$ cat src/rtl/core/bzf_pkg.sv
// Shared types, register codes and constants of the Bezier flattener.
`default_nettype none

package bzf_pkg;

  localparam int CFG_W       = 16;
  localparam int CFG_IDX_W   = 3;
  localparam int MAP_FRAC    = 14;
  localparam int QUEUE_DEPTH = 4;

  typedef enum logic [CFG_IDX_W-1:0] {
    REG_SCALE    = 3'd0,
    REG_CENTER_X = 3'd1,
    REG_CENTER_Y = 3'd2,
    REG_OFFSET_X = 3'd3,
    REG_OFFSET_Y = 3'd4
  } cfg_reg_t;

  typedef struct packed {
    logic        [CFG_W-1:0] scale;
    logic signed [CFG_W-1:0] center_x;
    logic signed [CFG_W-1:0] center_y;
    logic signed [CFG_W-1:0] offset_x;
    logic signed [CFG_W-1:0] offset_y;
  } cfg_t;

  localparam cfg_t CFG_RST = '{
    scale:    16'd4342,
    center_x: 16'sd11264,
    center_y: 16'sd9114,
    offset_x: 16'sd0,
    offset_y: 16'sd0
  };

  // Bernstein weight j of sample k, scaled by s^3
  function automatic longint bern_weight(input int s, input int k, input int j);
    longint r;
    longint kk;
    longint res;
    r  = longint'(s - k);
    kk = longint'(k);
    case (j)
      0:       res = r * r * r;
      1:       res = 3 * kk * r * r;
      2:       res = 3 * kk * kk * r;
      3:       res = kk * kk * kk;
      default: res = 0;
    endcase
    return res;
  endfunction

endpackage

`default_nettype wire

$ cat src/rtl/core/bzf_fifo.sv
// Short segment queue between the mapping front and the sampling back.
`default_nettype none

module bzf_fifo
  import bzf_pkg::*;
#(
  parameter int WIDTH = 129,
  parameter int DEPTH = 4
) (
  input  wire logic             clk,
  input  wire logic             rst_n,
  input  wire logic             push_valid,
  output logic                  push_ready,
  input  wire logic [WIDTH-1:0] push_data,
  output logic                  pop_valid,
  input  wire logic             pop_ready,
  output logic      [WIDTH-1:0] pop_data
);

  localparam int AW   = $clog2(DEPTH);
  localparam int CNTW = $clog2(DEPTH + 1);

  logic [WIDTH-1:0] mem_r [DEPTH];
  logic [AW-1:0]    wr_r, wr_nxt, rd_r, rd_nxt;
  logic [CNTW-1:0]  cnt_r, cnt_nxt;
  logic             push, pop;

  assign push_ready = (cnt_r != CNTW'(DEPTH));
  assign pop_valid  = (cnt_r != '0);
  assign push       = push_valid && push_ready;
  assign pop        = pop_ready && pop_valid;
  assign pop_data   = mem_r[rd_r];

  always_comb begin
    wr_nxt  = wr_r;
    rd_nxt  = rd_r;
    cnt_nxt = cnt_r;
    if (push) begin
      wr_nxt = (wr_r == AW'(DEPTH - 1)) ? '0 : AW'(wr_r + 1'b1);
    end
    if (pop) begin
      rd_nxt = (rd_r == AW'(DEPTH - 1)) ? '0 : AW'(rd_r + 1'b1);
    end
    unique case ({push, pop})
      2'b10:   cnt_nxt = CNTW'(cnt_r + 1'b1);
      2'b01:   cnt_nxt = CNTW'(cnt_r - 1'b1);
      default: cnt_nxt = cnt_r;
    endcase
  end

  always_ff @(posedge clk) begin
    if (!rst_n) begin
      wr_r  <= '0;
      rd_r  <= '0;
      cnt_r <= '0;
    end else begin
      wr_r  <= wr_nxt;
      rd_r  <= rd_nxt;
      cnt_r <= cnt_nxt;
    end
  end

  always_ff @(posedge clk) begin
    if (push) begin
      mem_r[wr_r] <= push_data;
    end
  end

endmodule

`default_nettype wire

$ cat config.mk
export PLATFORM = sky130hd
export DESIGN_NAME = bzf_fifo
export DESIGN_NICKNAME = d
export VERILOG_FILES = /design/src/rtl/core/bzf_pkg.sv /design/src/rtl/core/bzf_fifo.sv
export SDC_FILE = /design/constraint.sdc
export NUM_CORES = 1
export LEC_CHECK = 0
export BUFFER_PORTS_ARGS = -buffer_cell sky130_fd_sc_hd__buf_4
export CAP_MARGIN = 20
export CELL_PAD_IN_SITES_DETAIL_PLACEMENT = 0
export CELL_PAD_IN_SITES_GLOBAL_PLACEMENT = 1
export CORE_MARGIN = 4
export CORE_UTILIZATION = 50
export CTS_BUF_LIST = sky130_fd_sc_hd__clkbuf_8
export CTS_CLUSTER_DIAMETER = 30
export DETAILED_ROUTE_END_ITERATION = 8
export PLACE_DENSITY_LB_ADDON = 0.1
export SYNTH_ARGS = -nofsm -noshare
export SYNTH_HDL_FRONTEND = slang
export SYNTH_SLANG_ARGS = --single-unit
$ cat constraint.sdc
create_clock -name clk -period 4.2 [get_ports clk]
set_clock_uncertainty 0.05 [all_clocks]
set_input_delay 0.21 -clock clk [delete_from_list [all_inputs] [get_ports clk]]
set_output_delay 0.21 -clock clk [all_outputs]
set_load 0.01 [all_outputs]
==> results by group, run 1 <==
Outcome
  – Outcome: finished, final reports clean

Worst setup path
  – Setup crit end kind: output port
  – Arr. time, crit path: 2.53 ns
  – Crit start category: register
  – Max FO, Critical Path: 45
  – Crit Path Category: reg2out
  – Req. time, crit path: 3.94 ns

Clock network
  – Clock transition at path regs: roughly 0.060 ns
  – TritonCTS buffer count: 104
  – Depth of the CTS H-tree: 3
  – Clk_lat worst skew: 0.63 ns
  – CTS tree: done
  – Clock Tree Buf Depth: 3
  – CTS Sinks: 525
  – # Post-CTS Setup Buffers: 0
  – Root Buffer: clkbuf_8

GRT
  – Total grt overflow: 0
  – First-pass GRT wire length: 59.9 mm
  – Initial antenna violation count: 3
  – Largest net degree at the start of global routing: 125
  – GRT Total Usage: 0.189
  – Vias in the first global route: 10500

STA
  – Finish-stage setup viols: 0
  – Slew margin rel.: 0.456
  – Final TNS setup: 0 ns
  – Final worst path period share: 0.663
  – Worst-Margin Slew: roughly 0.82 ns
  – Max Fclk: 0.359 GHz
  – Final hold violations: 0
  – Tmin final: between 2 and 3 ns
  – RSZ-0062 raised after global routing: false
  – Final Max Slew Viols: 0

Job
  – Max-cap check violation count: 0

Finish
  – Commonest non-fill, non-tap cell in the layout: edfxtp_1
  – Share of cells above drive strength 1: 0.438
  – Design Area, Final: between 20000 and 30000 µm²
  – Most frequent cells in the layout: edfxtp_1, buf_4, dlygate4sd3_1
  – Area delta synth->final: 32.4%
  – Final nets: between 1000 and 1500
  – Final Util: 0.672
  – Final instance count without filler cells: 1811

Routing
  – ANT nets after route: 0
  – Met2 routed WL: 19.4 mm
  – Vias/cell: 5.13
  – WL met3: about 2.4 mm
  – Met1 Wirelength: 16.0 mm
  – DRT Wirelength: between 30 and 40 mm
  – Total number of vias: ~9300
  – Wire length per cell: 21.2 µm
  – Uppermost layer routed: met5
  – Pre-antenna DRT Iters: 4
  – DRC Markers: 0
  – Drt first-iter violations: 451

Die
  – Die ar.: ~41000 µm²
  – FP Rows: between 70 and 80
  – Die Width: 204 µm
  – Core area: ~38000 µm²
  – Die span in y: 204 µm
  – Starting density of the core: 0.508
  – I/O pin cnt: between 200 and 300

Logic synthesis
  – Yosys warns: 0
  – #FFs+latches synth: 525
  – Compound-Gate Fraction of Synth Area: 0.00209
  – Top cell type's share of synthesized area: 0.811
  – Post-Synth XOR/XNOR Area: 0.000916
  – Post-synthesis net count: 869
  – Sequential area share after synthesis: 0.820
  – Gate Count Post-Synth: 729
  – Top cells by area, synth: edfxtp_1, mux4_2, dfxtp_1, buf_6, ha_1
  – Mean post-synth cell area: 26.2 µm²
  – Post-synthesis adder-cell area fraction: 0.00497
  – Mux cell area share after synthesis: 0.152
  – Mapped cell area: 19100 µm²
  – Distinct cells, synth: 26
  – Largest family of logic cells by synthesized area: multiplexers
  – Yosys top cell by area: edfxtp_1
  – Post-Synth Simple-Gate Area: 0.00635

Power
  – Power after layout: 15.2 mW
  – Leakage power: 8.73 nW
  – Max rail drop VDD: 0.000422 V
  – Power density cells: 601 nW/µm²

Place
  – Number of port buffers: approximately 260
  – RD Place Congestion: 0.705
  – Hpwl dp: between 20 and 25 mm
  – Post-DP Area: between 20000 and 25000 µm²
  – Placed cells: 1485

Worst hold path
  – Worst hold-check path type: in2reg
stage by stage:
| stage | setup slack [ns] | hold WS [ns] |
|---|---|---|
| 3_5_place_dp | 1.60 | 0.363 |
| 4_1_cts | 1.30 | 0.198 |
| 6_report | 1.41 | 0.262 |
| 5_1_grt | 1.26 | 0.205 |
| 3_3_place_gp | 1.67 | 0.361 |
| 2_1_floorplan | 1.47 | 0.259 |
repair_timing:
action	CTS	global route
hold buffers	134	0
gates resized for setup	0	0
endpoints found under the hold margin	530	0
metal layers:
| metal | vias to the layer above | GRT usage |
|---|---|---|
| li1 | 4155 | - |
| met1 | 4811 | 0.248 |
| met2 | 260 | 0.312 |
| met3 | 59 | 0.0582 |
| met4 | 4 | 0.0549 |
| met5 | - | 0 |
kinds of logic (layout without fill, tap and decap cells):
kind of cell	Yosys count	count (layout)
multiplexers	130	130
flip-flops	525	525
buffers and inverters	37	607
other	0	1
adder cells (fa/ha/maj)	7	7
XOR/XNOR	2	2
AO/OA/AOI/OAI	7	7
AND/OR/NAND/NOR	21	21
area by class of cell:
cell class	instances	area, µm²
clock inverters	83	774
repair buffers	409	3490
multi-input cells	167	3200
diodes	1	2.50
flip-flops and latches	525	15700
fillers	2522	12400
inverters	7	26.3
clock buffers	108	1490
well taps	511	639
power by group:
group	switching, mW	total, mW	internal [mW]
Combinational	1.59	3.33	1.74
Sequential	0.148	6.46	6.32
Clock	2.13	5.41	3.28
synthesized netlist by cell type (all sizes together):
library cell / number
and3: 4
xor2: 1
a21boi: 1
nand3: 2
mux2i: 1
o21ai: 5
nand2: 6
mux4: 129
fa: 1
buf: 27
ha: 6
or3: 2
edfxtp: 516
and2: 3
dfxtp: 9
nor2: 2
nand4: 1
or3b: 1
inv: 7
clkbuf: 3
xnor2: 1
o31ai: 1
critical path: stages, from the launching register on:
cell	delay, ns
dfxtp_4	0.83
buf_4	0.48
mux4_2	0.39
buf_4	0.16
sequential cells by signal, indices dropped and copies added, names as in the netlist, named ones only:
name   cells
mem_r    516
rd_r       2
cnt_r      3
wr_r       2
final timing paths:
path	depth (start not counted)	slack (ns)	to	start
max	3	1.41	pop_data[60]	register
min reg2reg	2	0.46	wr_r[1]$_SDFFE_PN0P_	wr_r[1]$_SDFFE_PN0P_
min	2	0.26	mem_r[0][97]$_DFFE_PP_	push_data[97]
max reg2reg	9	1.61	cnt_r[2]$_SDFFE_PN0P_	cnt_r[2]$_SDFFE_PN0P_
Power figures use the tool's default switching activity.
==> run 2, diff against run 1 <==
--- a/config.mk
+++ b/config.mk
@@ -10,7 +10,7 @@
 export CELL_PAD_IN_SITES_DETAIL_PLACEMENT = 0
 export CELL_PAD_IN_SITES_GLOBAL_PLACEMENT = 1
 export CORE_MARGIN = 4
-export CORE_UTILIZATION = 50
+export CORE_UTILIZATION = 47
 export CTS_BUF_LIST = sky130_fd_sc_hd__clkbuf_8
 export CTS_CLUSTER_DIAMETER = 30
 export DETAILED_ROUTE_END_ITERATION = 8
==> constraint.sdc (replaced) <==
create_clock -name clk -period 2.3 [get_ports clk]
set_clock_uncertainty 0.05 [all_clocks]
set_input_delay 0.115 -clock clk [delete_from_list [all_inputs] [get_ports clk]]
set_output_delay 0.115 -clock clk [all_outputs]
set_load 0.01 [all_outputs]
==> run 2 against run 1 <==
Against the previous run: wire length grew 7.9%; global-route usage shrank 0.14 points; critical path depth grew 1; sequential power grew 81%; non-clock buffer count grew 30; combinational power grew 130%; clock power grew 81%; final cell count grew 2.3%.
==> results by group, run 2 (synthesis gave the netlist of run 1 again) <==
STA
  – Max Fclk: ~0.44 GHz
  – RSZ-0062 raised after global routing: true (was false)
  – Finish-stage setup viols: 0 (unchanged)
  – Worst-Margin Slew: 0.541 ns (was 0.816 ns)
  – Final worst path period share: 0.985
  – Tmin final: between 2 and 2.5 ns
  – Final Max Slew Viols: 0 (unchanged)
  – Final hold violations: 0 (unchanged)
  – Slew margin rel.: 0.639 (was 0.456)

Worst hold path
  – Worst hold-check path type: in2reg (unchanged)

Finish
  – Final Util: 0.657 (was 0.672)
  – Final instance count without filler cells: 1853 (was 1811)
  – Area delta synth->final: 37.5% (was 32.4%)
  – Commonest non-fill, non-tap cell in the layout: edfxtp_1 (unchanged)
  – Final nets: 1385 (was 1354)
  – Share of cells above drive strength 1: 0.463 (was 0.438)
  – Max reg flops: 516 (unchanged)
  – Most flops, register: mem_r (unchanged)
  – Biggest regs: mem_r (516), cnt_r (3) (unchanged)
  – Most frequent cells in the layout: edfxtp_1, buf_4, dlygate4sd3_1 (unchanged)
  – Design Area, Final: 26300 µm² (was 25300 µm²)

Die
  – Die span in y: 210 µm (was 204 µm)
  – Die ar.: 44000 µm² (was 41400 µm²)
  – Starting density of the core: 0.478 (was 0.508)
  – Core area: 40000 µm² (was 37700 µm²)
  – Die Width: 210 µm (was 204 µm)
  – FP Rows: 73 (was 71)
  – I/O pin cnt: 264 (unchanged)

Clock network
  – Clock transition at path regs: 0.06 ns (about the same)
  – Clock Tree Buf Depth: 3 (unchanged)
  – Depth of the CTS H-tree: 3 (unchanged)
  – Clk_lat worst skew: 0.64 ns (was 0.63 ns)
  – CTS Sinks: 525 (unchanged)
  – CTS tree: done (unchanged)
  – TritonCTS buffer count: 105 (was 104)
  – Root Buffer: clkbuf_8 (unchanged)

Worst setup path
  – Worst R2R Setup Slack: 0.09 ns (was 1.61 ns)
  – RR Startpoint: cnt_r[2]$_SDFFE_PN0P_ (unchanged)
  – Max FO, Critical Path: 6 (was 45)
  – Worst R2R End: cnt_r[2]$_SDFFE_PN0P_ (unchanged)
  – Arr. time, crit path: 2.10 ns (was 2.53 ns)
  – Crit Path Category: reg2out (unchanged)
  – Worst R2R Path Depth: 9 (unchanged)
  – Req. time, crit path: 2.13 ns (was 3.94 ns)
  – Worst Setup EP: pop_data[77] (was pop_data[60])
  – Crit start category: register (unchanged)
  – Setup crit end kind: output port (unchanged)

GRT
  – GRT Total Usage: 0.188 (was 0.189)
  – Initial antenna violation count: 1 (was 3)
  – First-pass GRT wire length: 62.3 mm (was 59.9 mm)
  – Total grt overflow: 0 (unchanged)
  – Largest net degree at the start of global routing: 67 (was 125)
  – Vias in the first global route: 10400 (was 10500)

Power
  – Max rail drop VDD: 0.000785 V (was 0.000422 V)
  – Power density cells: 1110 nW/µm² (was 601 nW/µm²)
  – Leakage power: 9.09 nW (was 8.73 nW)
  – Power after layout: 29.2 mW (was 15.2 mW)

Place
  – Placed cells: 1511 (was 1485)
  – Post-DP Area: 21900 µm² (was 21700 µm²)
  – Hpwl dp: 22.5 mm (was 21.7 mm)
  – RD Place Congestion: 0.700 (was 0.705)
  – Number of port buffers: 263 (unchanged)

Outcome
  – Outcome: finished, final reports clean (unchanged)

Routing
  – ANT nets after route: 0 (unchanged)
  – DRC Markers: 0 (unchanged)
  – DRT Wirelength: 41.5 mm (was 38.5 mm)
  – Total number of vias: 9444 (was 9289)
  – Vias/cell: 5.10 (was 5.13)
  – Pre-antenna DRT Iters: 5 (was 4)
  – Wire length per cell: 22.4 µm (was 21.2 µm)
  – Drt first-iter violations: 504 (was 451)

Job
  – Max-cap check violation count: 0 (unchanged)
-- run 2: cell count changes in the layout (fill, tap and decap cells not counted), moves of 4 or more --
cell / change
buf_12: +6
buf_16: +10
buf_4: -82
buf_6: +91
clkbuf_16: +4
clkinv_1: -4
clkinv_4: +4
clkinvlp_4: +4
inv_1: -6
inv_6: +4
-- run 2: where the power goes --
group          switching [mW]  internal, mW
Combinational            3.41          4.25
Sequential              0.211          11.5
Clock                    4.00          5.77
Total                    7.62          21.5
-- run 2: final cells by class --
class                      instances  area, µm²
tap                              525        657
clock inverter                    82        758
multi-input combinational        167       3230
inverter                           7       26.3
sequential                       525      15700
fill                            2721      13700
timing repair buffer             439       4450
clock buffer                     107       1470
antenna                            1       2.50
-- run 2: per-stage QoR --
| stage | worst slack [ns] | TNS, ns | hold slack [ns] |
|---|---|---|---|
| after floorplan | -0.401 | -207.05 | 0.164 |
| after global placement | 0.0502 | 0 | 0.266 |
| after detailed placement | 0.0253 | 0 | 0.268 |
| after CTS | -0.0942 | -4.12 | 0.0955 |
| after global routing | -0.0676 | -5.11 | 0.114 |
| final | 0.0354 | 0 | 0.165 |
-- run 2: worst max-delay path: stages (launching register included) --
cell	delay, ns
dfxtp_4	0.39
clkbuf_16	0.20
clkbuf_16	0.19
mux4_2	0.53
buf_6	0.14
-- run 2: layer usage --
layer	up-vias	share of wire	track usage
met5	-	0	0
met1	4906	0.40	0.249
met2	264	0.52	0.309
li1	4223	-	-
met3	51	0.064	0.0522
met4	0	0.015	0.0533
-- run 2: worst min-delay path by stage --
stage,cells past startpoint,end,from
CTS,2,mem_r[1][122]$_DFFE_PP_,push_data[122]
global placement,1,mem_r[3][80]$_DFFE_PP_,push_data[80]
finish,2,mem_r[1][90]$_DFFE_PP_,push_data[90]
global route,2,mem_r[2][122]$_DFFE_PP_,push_data[122]
detailed placement,1,mem_r[1][71]$_DFFE_PP_,push_data[71]
floorplan,0,mem_r[0][0]$_DFFE_PP_,push_data[0]
-- run 2: what timing repair did --
action | in CTS | in global routing
hold buffers | 134 | 0
buffers inserted | 4 | 3
pin swaps | 0 | 4
gates cloned | 8 | 4
gates resized for setup | 100 | 4
setup endpoints to repair | 126 | 121
hold endpoints to repair | 533 | 0
